**src/hdl/cap_pkg.sv**
```systemverilog
package cap_pkg;

  localparam int TABLE_DEPTH_DEF     = 4096;
  localparam int BYTES_PER_ENTRY_DEF = 4;

  localparam int ADDR_W  = 32;
  localparam int INDEX_W = 12;
  localparam int PADDR_W = 4;
  localparam int PDATA_W = 32;

  localparam logic [ADDR_W-1:0] ADDR_SKEW = 32'h0000_000B;

  typedef enum logic [1:0] {
    REQ_CALL     = 2'd0,
    REQ_TICK     = 2'd1,
    REQ_RD_ARC   = 2'd2,
    REQ_RD_HIST  = 2'd3
  } req_t;

  typedef enum logic [1:0] {
    REG_ENABLE  = 2'd0,
    REG_LOW_PC  = 2'd1,
    REG_HIGH_PC = 2'd2
  } reg_idx_t;

  typedef struct packed {
    logic              en;
    logic [ADDR_W-1:0] low;
    logic [ADDR_W-1:0] high;
  } cap_cfg_t;

  typedef struct packed {
    logic clr;
    logic cap;
    logic calc;
    logic mul;
    logic rd;
    logic wr;
  } cap_cmd_t;

  typedef struct packed {
    logic clr_last;
  } cap_sts_t;

  function automatic logic [ADDR_W-1:0] sat_inc(input logic [ADDR_W-1:0] v);
    sat_inc = (v == '1) ? v : v + 1'b1;
  endfunction

endpackage

```
**src/hdl/cap_ctrl.sv**
```systemverilog
module cap_ctrl (
  input  logic              clk,
  input  logic              rst,
  input  logic              start,
  output logic              busy,
  input  cap_pkg::cap_sts_t sts,
  output cap_pkg::cap_cmd_t cmd
);
  import cap_pkg::*;

  typedef enum logic [5:0] {
    S_CLEAR = 6'b000001,
    S_IDLE  = 6'b000010,
    S_CALC  = 6'b000100,
    S_MUL   = 6'b001000,
    S_RD    = 6'b010000,
    S_WR    = 6'b100000
  } state_t;

  state_t state, state_next;

  always_ff @(posedge clk) begin
    if (rst) begin
      state <= S_CLEAR;
    end else begin
      state <= state_next;
    end
  end

  always_comb begin
    state_next = state;
    cmd        = '0;
    unique case (state)
      S_CLEAR: begin
        cmd.clr = 1'b1;
        if (sts.clr_last) begin
          state_next = S_IDLE;
        end
      end
      S_IDLE: begin
        if (start) begin
          cmd.cap    = 1'b1;
          state_next = S_CALC;
        end
      end
      S_CALC: begin
        cmd.calc   = 1'b1;
        state_next = S_MUL;
      end
      S_MUL: begin
        cmd.mul    = 1'b1;
        state_next = S_RD;
      end
      S_RD: begin
        cmd.rd     = 1'b1;
        state_next = S_WR;
      end
      S_WR: begin
        cmd.wr     = 1'b1;
        state_next = S_IDLE;
      end
      default: state_next = S_CLEAR;
    endcase
  end

  assign busy = (state != S_IDLE);

  a_item_seq: assert property (@(posedge clk) disable iff (rst)
    (start && !busy) |-> ##4 (state == S_WR))
    else $error("item did not reach write-back four cycles after accept");

  a_clear_once: assert property (@(posedge clk) disable iff (rst)
    (state != S_CLEAR) |=> (state != S_CLEAR))
    else $error("clearing pass re-entered without reset");

endmodule

```
**config.mk**
```make
export PLATFORM = sky130hd
export DESIGN_NAME = cap_ctrl
export DESIGN_NICKNAME = d
export VERILOG_FILES = /design/src/hdl/cap_pkg.sv /design/src/hdl/cap_ctrl.sv
export SDC_FILE = /design/constraint.sdc
export NUM_CORES = 1
export LEC_CHECK = 0
export ABC_AREA = 0
export BUFFER_PORTS_ARGS = -buffer_cell sky130_fd_sc_hd__buf_2
export CAP_MARGIN = 20
export CORE_AREA = 2 2 39 41
export CTS_CLUSTER_SIZE = 24
export DETAILED_ROUTE_END_ITERATION = 7
export DIE_AREA = 0 0 41 43
export PLACE_DENSITY_LB_ADDON = 0.2
export SYNTH_ARGS = -nofsm -noshare
export SYNTH_HDL_FRONTEND = slang
export SYNTH_SLANG_ARGS = --single-unit
```
**constraint.sdc**
```tcl
create_clock -name clk -period 2.05 [get_ports clk]
set_input_delay 0.205 -clock clk [delete_from_list [all_inputs] [get_ports clk]]
set_output_delay 0.205 -clock clk [all_outputs]
set_load 0.02 [all_outputs]
```
# After elaboration in Yosys (flattened, before gate mapping)
# Cells that the tools add are included.
[totals] regBits=6 latch_bits=0 mem_bits_rw=0 rom_bits=0 input_bits=4 output_inout_bits=7 elab_cells=21 memories=0
[classes] addsub=0 mul=0 n_div=0 order_cmp=0 eq_ne=9 n_shift=0 mux=10 n_bitwise=0 reduce_logical=1
[ops] operator="6-bit case mux with 6 select lines" count=1
[ops] operator="6-bit two-way mux" count=2
[ops] operator="1-bit two-way mux" count=7
[ops] operator="6-bit by 1-bit equality test with 1-bit output (second input constant)" count=1
[ops] operator="6-bit by 2-bit equality test with 1-bit output (second input constant)" count=1
[ops] operator="6-bit by 3-bit equality test with 1-bit output (second input constant)" count=1
[ops] operator="6-bit by 4-bit equality test with 1-bit output (second input constant)" count=1
[ops] operator="6-bit by 5-bit equality test with 1-bit output (second input constant)" count=1
[ops] operator="6-bit equality test (second input constant)" count=1
[ops] operator="6-bit by 2-bit inequality test with 1-bit output (second input constant)" count=1
[ops] operator="2-bit inequality test (second input constant)" count=2
[ops] operator="2-bit AND reduction" count=1

# Depth between registers and ports, before layout
[depth] ltp_word=3 ltp_mapped=4

# Worst setup path before layout
# Ideal clock, no wire load.
[synth_timing] path_type="register to output" startpoint="register state[0]" endpoint="output cmd[0] (netlist bit)" arrival_ps=1334 slack_ps=511 path_stages_with_launch=5 cell_sequence="dfxtp_1 > buf_6 > or4_4 > or2_1 > inv_1"
[synth_rtl] item="from (decl)" line="cap_ctrl.sv:20" source="state_t state, state_next;"
[synth_rtl] item="from (signal assigned)" line="cap_ctrl.sv:26" source="state <= state_next;"
[synth_rtl] item="to (decl)" line="cap_ctrl.sv:7" source="output cap_pkg::cap_cmd_t cmd"

==> out/qor.csv <==
metric,value,unit
setup_slack,0.158,ns
cts-root-buf,clkbuf_4,
cts_buffer_depth,2,
die-area,1760,um^2
use_met3,3.14,%
holdWs,0.205,ns
row_count,14,
finalHoldViolations,0,
required,1.85,ns
reg_top3,state: 6 flops,
fillCellCount,154,
post_cts_buffers,0,
ys_seq_area_share,35.0,%
start_util,24.8,%
grt_max_degree,9,
pre_cts_ws,0.445,ns
hold_path.class,in -> reg,
synthArstFlopShare,0,%
worst_pin_slew,0.594,ns
synth_area,343,um^2
synth_top_cell_area_share,35.0,%
worst_path_largest_cell_delay,0.57,ns
drc,0,
top_register,state,
drt-wirelength-per-cell,12.0,um
first_global_vias,319,
yosys.cell_types.count,24,
num_vias,329,
fmax,0.529,GHz
synthTopCellsByArea,"dfxtp_1, nor4b_1, nor3_1, inv_1, nand3b_1",
grt_antenna_before_repair,0,
worstSetupEndpointType,output port,
wl,813,um
grt_overflow_total,0,
clkTransAtPathRegs,0.05,ns
synth_commonest_cells,"dfxtp_1, inv_1, nor2_1, nor3_1",
min_period_over_period,92.3,%
synth_cells,40,
period_minus_slack,1.89,ns
worstSetupPathType,reg -> out,
diodes,0,
cts.repair.resized,0,
peakVddDrop,0.318,mV
drv_slew,0,
synth-main-ff-cell,dfxtp_1,
drt_pass1_iterations,4,
drt_iter0_drc,6,
synth-seq-cells,6,
synth_edf_count,0,
syn_nets,44,
grtUsageMet1,15.1,%
status,completed,
yosysTopAreaCell,dfxtp_1,
cts_tree,yes,
path_cells,or4_4 > or2_1 > inv_1 > buf_2,
cp_max_fo,8,
worstPathArrival,1.69,ns
relSlewSlack,59.8,%
grt_pass1_wl,1350,um
setup_viol,0,
cap_violations,0,
core_area,1380,um^2
syn2layout_area_growth,23.7,%
worstSetupStartpointType,flip-flop,
synth.avg_cell_area,8.57,um^2
finalNonFillerCells,68,
nets,58,
ios,11,
yosys_warnings,0,
htreeDepth,1,
hpwl,590,um
drive_gt1_share,32.7,%
slowest_stage,or4_4,
die_w,41,um
fin_setup_tns,0,ns
powerDensity,791,nW/um^2
place_inst,65,
place.gp.congestion,0.782,
clk_latency,0.25,ns
cts_buffers,3,
die_h,43,um
rsz0062_at_grt,no,
fin_skew,0.00866,ns
postRouteAntennaNets,0,
use_met2,15.6,%
synthMostInstantiatedCell,dfxtp_1,
clock_sinks,6,
leakagePower,0.194,nW
port_buffers,10,
holdBufCountCts,0,
largest_reg_flops,6,
busiest_layer,met2,
viasPerCell,4.84,
grt_usage,12.0,%
[per-layer routing]
layer | wire (um) | part of all wire, %
met2 | 390 | 48
met4 | 29 | 3.6
met3 | 31 | 3.8
met1 | 361 | 44
met5 | 0 | 0
[final timing paths]
check | cells after the start | slack [ns] | from | end
worst min-delay path | 2 | 0.21 | rst | state[2]
worst min register to register | 2 | 0.55 | state[3] | state[4]
worst max register to register | 3 | 0.51 | state[0] | state[3]
worst max-delay path | 4 | 0.16 | state[0] | cmd[0]
[kinds of logic after synthesis]
logic type	Yosys count	share of synthesized area [%]
XOR/XNOR	1	2.56
AND/OR/NAND/NOR	22	39.1
buffers and inverters	5	7.66
flip-flops	6	35.0
AO/OA/AOI/OAI	6	15.7
[through the flow]
step                      power, W  instance area (um^2)  utilization (%)
after floorplan           0.000209                   343                -
after detailed placement  0.000224                   402             29.0
after CTS                 0.000334                   424             30.7
final                     0.000335                   424             30.7
after global routing      0.000350                   424             30.7
after global placement    0.000225                   402             29.0
[critical path: cells and delay by family (launching register included)]
kind          cells  cell delay (ns)
buf+inv           2             0.21
simple gates      2             0.84
flops             1             0.39
[area by class of cell]
cell class                 instances  area, um^2  area share [%]
timing repair buffer              10        50.0            11.8
sequential                         6         120            28.3
multi-input combinational         29         196            46.3
tap                               16        20.0            4.72
clock buffer                       3        22.5            5.31
inverter                           4        15.0            3.54
[placed cells by master, fill, tap and decap left out]
cell type	instances
a211o_1	1
a211oi_1	1
a21oi_1	1
a311oi_1	1
a31oi_2	1
a41o_2	1
and3_1	1
buf_2	10
clkbuf_4	3
dfxtp_1	6
inv_1	4
nand2_1	2
nand2b_1	2
nand3_1	1
nand3b_1	2
nor2_1	3
nor2b_1	1
nor3_1	3
nor3b_1	1
nor4_1	1
nor4b_1	2
or2_1	1
or2_2	1
or4_4	1
xor2_1	1
[power breakdown]
part | total [W] | switching, W | internal (W)
clock network | 0.000112 | 0.0000460 | 0.0000664
registers | 0.000142 | 0.0000167 | 0.000126
logic | 0.0000807 | 0.0000432 | 0.0000375
total | 0.000335 | 0.000106 | 0.000230
No activity file was read; power rests on OpenSTA's default activity.
