File: src/hdl/cap_pkg.sv
package cap_pkg;

  localparam int TABLE_DEPTH_DEF     = 4096;
  localparam int BYTES_PER_ENTRY_DEF = 4;

  localparam int ADDR_W  = 32;
  localparam int INDEX_W = 12;
  localparam int PADDR_W = 4;
  localparam int PDATA_W = 32;

  localparam logic [ADDR_W-1:0] ADDR_SKEW = 32'h0000_000B;

  typedef enum logic [1:0] {
    REQ_CALL     = 2'd0,
    REQ_TICK     = 2'd1,
    REQ_RD_ARC   = 2'd2,
    REQ_RD_HIST  = 2'd3
  } req_t;

  typedef enum logic [1:0] {
    REG_ENABLE  = 2'd0,
    REG_LOW_PC  = 2'd1,
    REG_HIGH_PC = 2'd2
  } reg_idx_t;

  typedef struct packed {
    logic              en;
    logic [ADDR_W-1:0] low;
    logic [ADDR_W-1:0] high;
  } cap_cfg_t;

  typedef struct packed {
    logic clr;
    logic cap;
    logic calc;
    logic mul;
    logic rd;
    logic wr;
  } cap_cmd_t;

  typedef struct packed {
    logic clr_last;
  } cap_sts_t;

  function automatic logic [ADDR_W-1:0] sat_inc(input logic [ADDR_W-1:0] v);
    sat_inc = (v == '1) ? v : v + 1'b1;
  endfunction

endpackage

File: src/hdl/cap_regs.sv
module cap_regs (
  input  logic                         clk,
  input  logic                         rst,
  input  logic                         psel,
  input  logic                         penable,
  input  logic                         pwrite,
  input  logic [cap_pkg::PADDR_W-1:0]  paddr,
  input  logic [cap_pkg::PDATA_W-1:0]  pwdata,
  output logic [cap_pkg::PDATA_W-1:0]  prdata,
  output logic                         pready,
  output cap_pkg::cap_cfg_t            cfg
);
  import cap_pkg::*;

  logic     wr_en;
  reg_idx_t idx;

  assign pready = 1'b1;
  assign wr_en  = psel & penable & pwrite & pready;
  assign idx    = reg_idx_t'(paddr[PADDR_W-1:2]);

  always_ff @(posedge clk) begin
    if (rst) begin
      cfg <= '0;
    end else if (wr_en) begin
      unique case (idx)
        REG_ENABLE:  cfg.en   <= pwdata[0];
        REG_LOW_PC:  cfg.low  <= pwdata;
        REG_HIGH_PC: cfg.high <= pwdata;
        default: ;
      endcase
    end
  end

  always_comb begin
    unique case (idx)
      REG_ENABLE:  prdata = {{(PDATA_W-1){1'b0}}, cfg.en};
      REG_LOW_PC:  prdata = cfg.low;
      REG_HIGH_PC: prdata = cfg.high;
      default:     prdata = '0;
    endcase
  end

endmodule

File: config.mk
export PLATFORM = sky130hd
export DESIGN_NAME = cap_regs
export DESIGN_NICKNAME = d
export VERILOG_FILES = /design/src/hdl/cap_pkg.sv /design/src/hdl/cap_regs.sv
export SDC_FILE = /design/constraint.sdc
export NUM_CORES = 1
export LEC_CHECK = 0
export BUFFER_PORTS_ARGS = -buffer_cell sky130_fd_sc_hd__buf_2
export CAP_MARGIN = 0
export CORE_MARGIN = 3
export CORE_UTILIZATION = 45
export DETAILED_ROUTE_END_ITERATION = 10
export PLACE_DENSITY_LB_ADDON = 0.1
export SKIP_CTS_REPAIR_TIMING = 1
export SYNTH_ARGS = -nofsm -noshare
export SYNTH_HDL_FRONTEND = slang
export SYNTH_SLANG_ARGS = --single-unit
File: constraint.sdc
create_clock -name clk -period 1.4 [get_ports clk]
set_clock_uncertainty 0.2 [all_clocks]
set_input_delay 0.14 -clock clk [delete_from_list [all_inputs] [get_ports clk]]
set_output_delay 0.14 -clock clk [all_outputs]
set_load 0.005 [all_outputs]
# Yosys cells after proc, flatten, opt, wreduce, memory -nomap -nowiden
# Cells that the tools add are included.
[word_totals]
wordCells = 12
reg_bits = 65
input_bits = 41
[op_classes]
n_eq_ne = 2
n_bitwise = 2
reduce_logical = 4
n_mux = 1
[op_table]
columns = ["cell", "n"]
rows = [
  ["$pmux W32 S3", 1],
  ["$reduce_and A2 Y1", 3],
  ["$and A1 B1 Y1", 2],
  ["$eq A2 B1 Y1 const B", 1],
  ["$eq A2 B2 Y1 const B", 1],
  ["$logic_not A2 Y1", 1],
]

# Logic depth before layout (Yosys ltp)
[depth]
ltp_word = 3
mapped_depth = 5
depth_no_buf = 3

# Least setup slack after synthesis
# No wires, ideal clock.
[synth_path]
path_type = "input-to-reg"
startpoint = "input pwrite"
endpoint = "register cfg[34] (netlist name)"
cell_stages = 4
setup_slack_ns = 0.130
t_arrival_ns = 0.999
cell_sequence = "nand3_1 nor3b_4 buf_6 mux2i_1"
[synth_via]
elab_chain_cells = 2
[synth_rtl]
columns = ["item", "line", "rtl"]
rows = [
  ["start, declared", "cap_regs.sv:6", "input logic pwrite,"],
  ["$and A1 B1 Y1", "cap_regs.sv:19", "assign wr_en = psel & penable & pwrite & pready;"],
  ["$reduce_and A2 Y1 (no source line)", "n/a", ""],
  ["end, declared", "cap_regs.sv:11", "output cap_pkg::cap_cfg_t cfg"],
]
# Every way passes these cells.
# A chain may end at the register's enable or synchronous reset.

# Worst setup path after layout
[layout_path]
startpoint = "register cfg[46] (netlist name)"
endpoint = "output prdata[14] (netlist name)"
[layout_via]
elab_chain_cells = 1
[layout_rtl]
columns = ["item", "line", "rtl"]
rows = [
  ["$pmux W32 S3", "cap_regs.sv:36", "unique case (idx)"],
  ["end, declared", "cap_regs.sv:9", "output logic [cap_pkg::PDATA_W-1:0] prdata,"],
]
# Every way passes these cells.

==> impl_metrics.csv <==
group,metric,value,unit
cells_and_area,layout.nets,509,
routing,vias_per_cell,4.96,
cells_and_area,regArea,0.00131,mm2
pwr,swShare,20.9,%
cells_and_area,largest_register_ffs,65,
cells_and_area,layout-drive-gt1-share,37.8,%
die,die_w,88.6,um
worst_setup_path,critical_path_class,"reg -> out",
routing,drc,0,
worst_setup_path,worstSetupEndpoint,"prdata[14]",
placed_design,place_congestion,0.693,
clocking,clock_latency,330,ps
cells_and_area,fillers,505,
yosys,synth_top_area_share,42.4,%
yosys,yosysTopAreaCell,"dfxtp_1",
routing,ant_nets,0,
pwr,power_density,960,mW/mm2
sta,finalSetupViolCount,0,
worst_setup_path,worst-r2r-cell-count,2,
clocking,clkTransAtPathRegs,70,ps
pwr,leakagePower,2.28,nW
pwr,p_comb_share,9.8,%
sta,final_max_slew_viol_count,0,
worst_setup_path,cp-startpoint,"cfg[46]$_SDFFE_PP0P_",
sta,fmax,742,MHz
cells_and_area,multiInputGateArea,0.00165,mm2
worst_setup_path,worstReg2RegEnd,"cfg[2]$_SDFFE_PP0P_",
yosys,netlist_area,0.00307,mm2
worst_hold_path,hold_class,"in -> reg",
routing,drtIter0Drc,48,
sta,hold_violations,0,
pwr,ir_drop,0.543,mV
routing,avgRoutedWirePerCell,13.8,um
global_route,antenna_found_initial,0,
cells_and_area,mostFrequentLayoutCells,"135 x buf_2, 97 x nand2b_1, 66 x mux2i_1",
yosys,synthCells,295,
pwr,pwr-share-seq,43.3,%
routing,firstDrtPassIters,4,
worst_setup_path,worst-endpoint-required,1060,ps
worst_setup_path,ff2ff_setup_slack,560,ps
clocking,cts_tree,"done",
die,io_pins,139,
global_route,grtUsageTotal,18.5,%
yosys,yosysWarnings,0,
worst_setup_path,critPathCaptureType,"primary output",
worst_setup_path,critPathLaunchType,"flop",
placed_design,dp_hpwl,5170,um
yosys,synth.net_count,336,
sta,rsz0062_at_grt,"yes",
die,core_area,0.00649,mm2
yosys,ys_types,18,
sta,post-route-min-period,1350,ps
sta,post-route-period-util,96.3,%
run_status,status,"finished clean",
global_route,grt_pass1_wl,11200,um
routing,wl,7610,um
clocking,cts_buffer_depth,2,
worst_setup_path,r2r_start,"cfg[2]$_SDFFE_PP0P_",
yosys,yosysSeqAreaShare,42.4,%
cells_and_area,n_antenna_cell,0,
flow_run,maxCapViolCount,0,
yosys,ys_top_cells_by_area,"dfxtp_1 42%, mux2i_1 22%, nand2b_1 20%",
placed_design,place_ws,-57.1,ps
sta,setup_tns,0,ps
cells_and_area,utilization,70.0,%
sta,setup_ws,52.0,ps
global_route,grt_max_degree,50,
clocking,cts_sinks,65,
yosys,postSynthAreaPerCell,10.4,um2
die,initial_core_util,47.2,%
worst_hold_path,holdPathStages,3,
placed_design,io_buffers,135,
global_route,grt_overflow,0,
pwr,switchingPower,0.000913,W
pwr,p_clk_share,46.9,%
yosys,ys_seq_elements,65,
clocking,h-tree-depth,3,
pwr,p_int,0.00345,W
sta,whs,83.5,ps
placed_design,postPlaceCellArea,0.00396,mm2
cells_and_area,area.growth.synth_to_final,48.3,%
clocking,cts_made_buffers,9,
cells_and_area,final_cell_area,0.00455,mm2
die,row_count,29,
cells_and_area,mostFrequentLayoutCell,"buf_2",
global_route,grt_pass1_vias,2394,
worst_setup_path,cp_max_fo,3,
cells_and_area,largest-register,"cfg",
cells_and_area,largestRegisters,"cfg (65)",
worst_setup_path,cp_data_arrival_time,1010,ps
clocking,ctsRootBufferMaster,"clkbuf_8",
die,die_h,88.6,um
routing,vias,2726,
die,dieArea,0.00784,mm2
## stage by stage
stage / total power [W] / cells
5_1_grt: 0.00453 / 550
3_5_place_dp: 0.00229 / 503
3_3_place_gp: 0.00229 / 503
6_report: 0.00437 / 550
2_1_floorplan: 0.00212 / 295
4_1_cts: 0.00434 / 519
## per-layer routing
layer,global-route usage [%],vias up,wire length [um]
met3,5.31,10,448
li1,-,1359,-
met1,22.5,1273,3360
met4,8.38,0,114
met2,30.3,84,3700
met5,0,-,0
## layout make-up
cell class,instances,share of cell area [%]
clock inverters,4,2.15
multi-input cells,205,36.2
clock buffers,12,3.63
flip-flops and latches,65,28.7
repair buffers,187,27.2
well taps,77,2.12
## cell families after synthesis
logic type / count (synthesis) / share of synthesized area, %
simple gates: 106 / 22.4
mux: 66 / 21.5
flops: 65 / 42.4
compound gates: 32 / 9.01
buf+inv: 25 / 4.53
other cells: 1 / 0.122
## worst max-delay path, cell delays in order (launching register included)
cell and delay (ps):
dfxtp_1 330, a22o_1 220, buf_2 130
## power by group through the flow
stage | logic [W] | registers, W | clock network (W)
final | 0.000427 | 0.00189 | 0.00205
after global routing | 0.000465 | 0.00189 | 0.00217
after CTS | 0.000359 | 0.00189 | 0.00209
after detailed placement | 0.000358 | 0.00193 | 0
after global placement | 0.000354 | 0.00193 | 0
after floorplan | 0.000184 | 0.00193 | 0
## synthesized netlist by cell type (all sizes together)
cell type / count
o21ai: 1
mux2i: 66
nand3: 1
a22o: 31
clkbuf: 11
conb: 1
nand2b: 97
buf: 14
nand2: 1
nor3: 1
nand4: 2
nor2b: 2
dfxtp: 65
nor3b: 2
## worst min-delay path by stage
stage	from	endpoint	slack (ps)
after global routing	rst	cfg[46]$_SDFFE_PP0P_	110
final	rst	cfg[44]$_SDFFE_PP0P_	80
after detailed placement	pwdata[29]	cfg[61]$_SDFFE_PP0P_	230
after CTS	pwdata[26]	cfg[58]$_SDFFE_PP0P_	-140
after global placement	pwdata[26]	cfg[58]$_SDFFE_PP0P_	220
after floorplan	pwdata[10]	cfg[10]$_SDFFE_PP0P_	120
No activity file was read; power rests on OpenSTA's default activity.
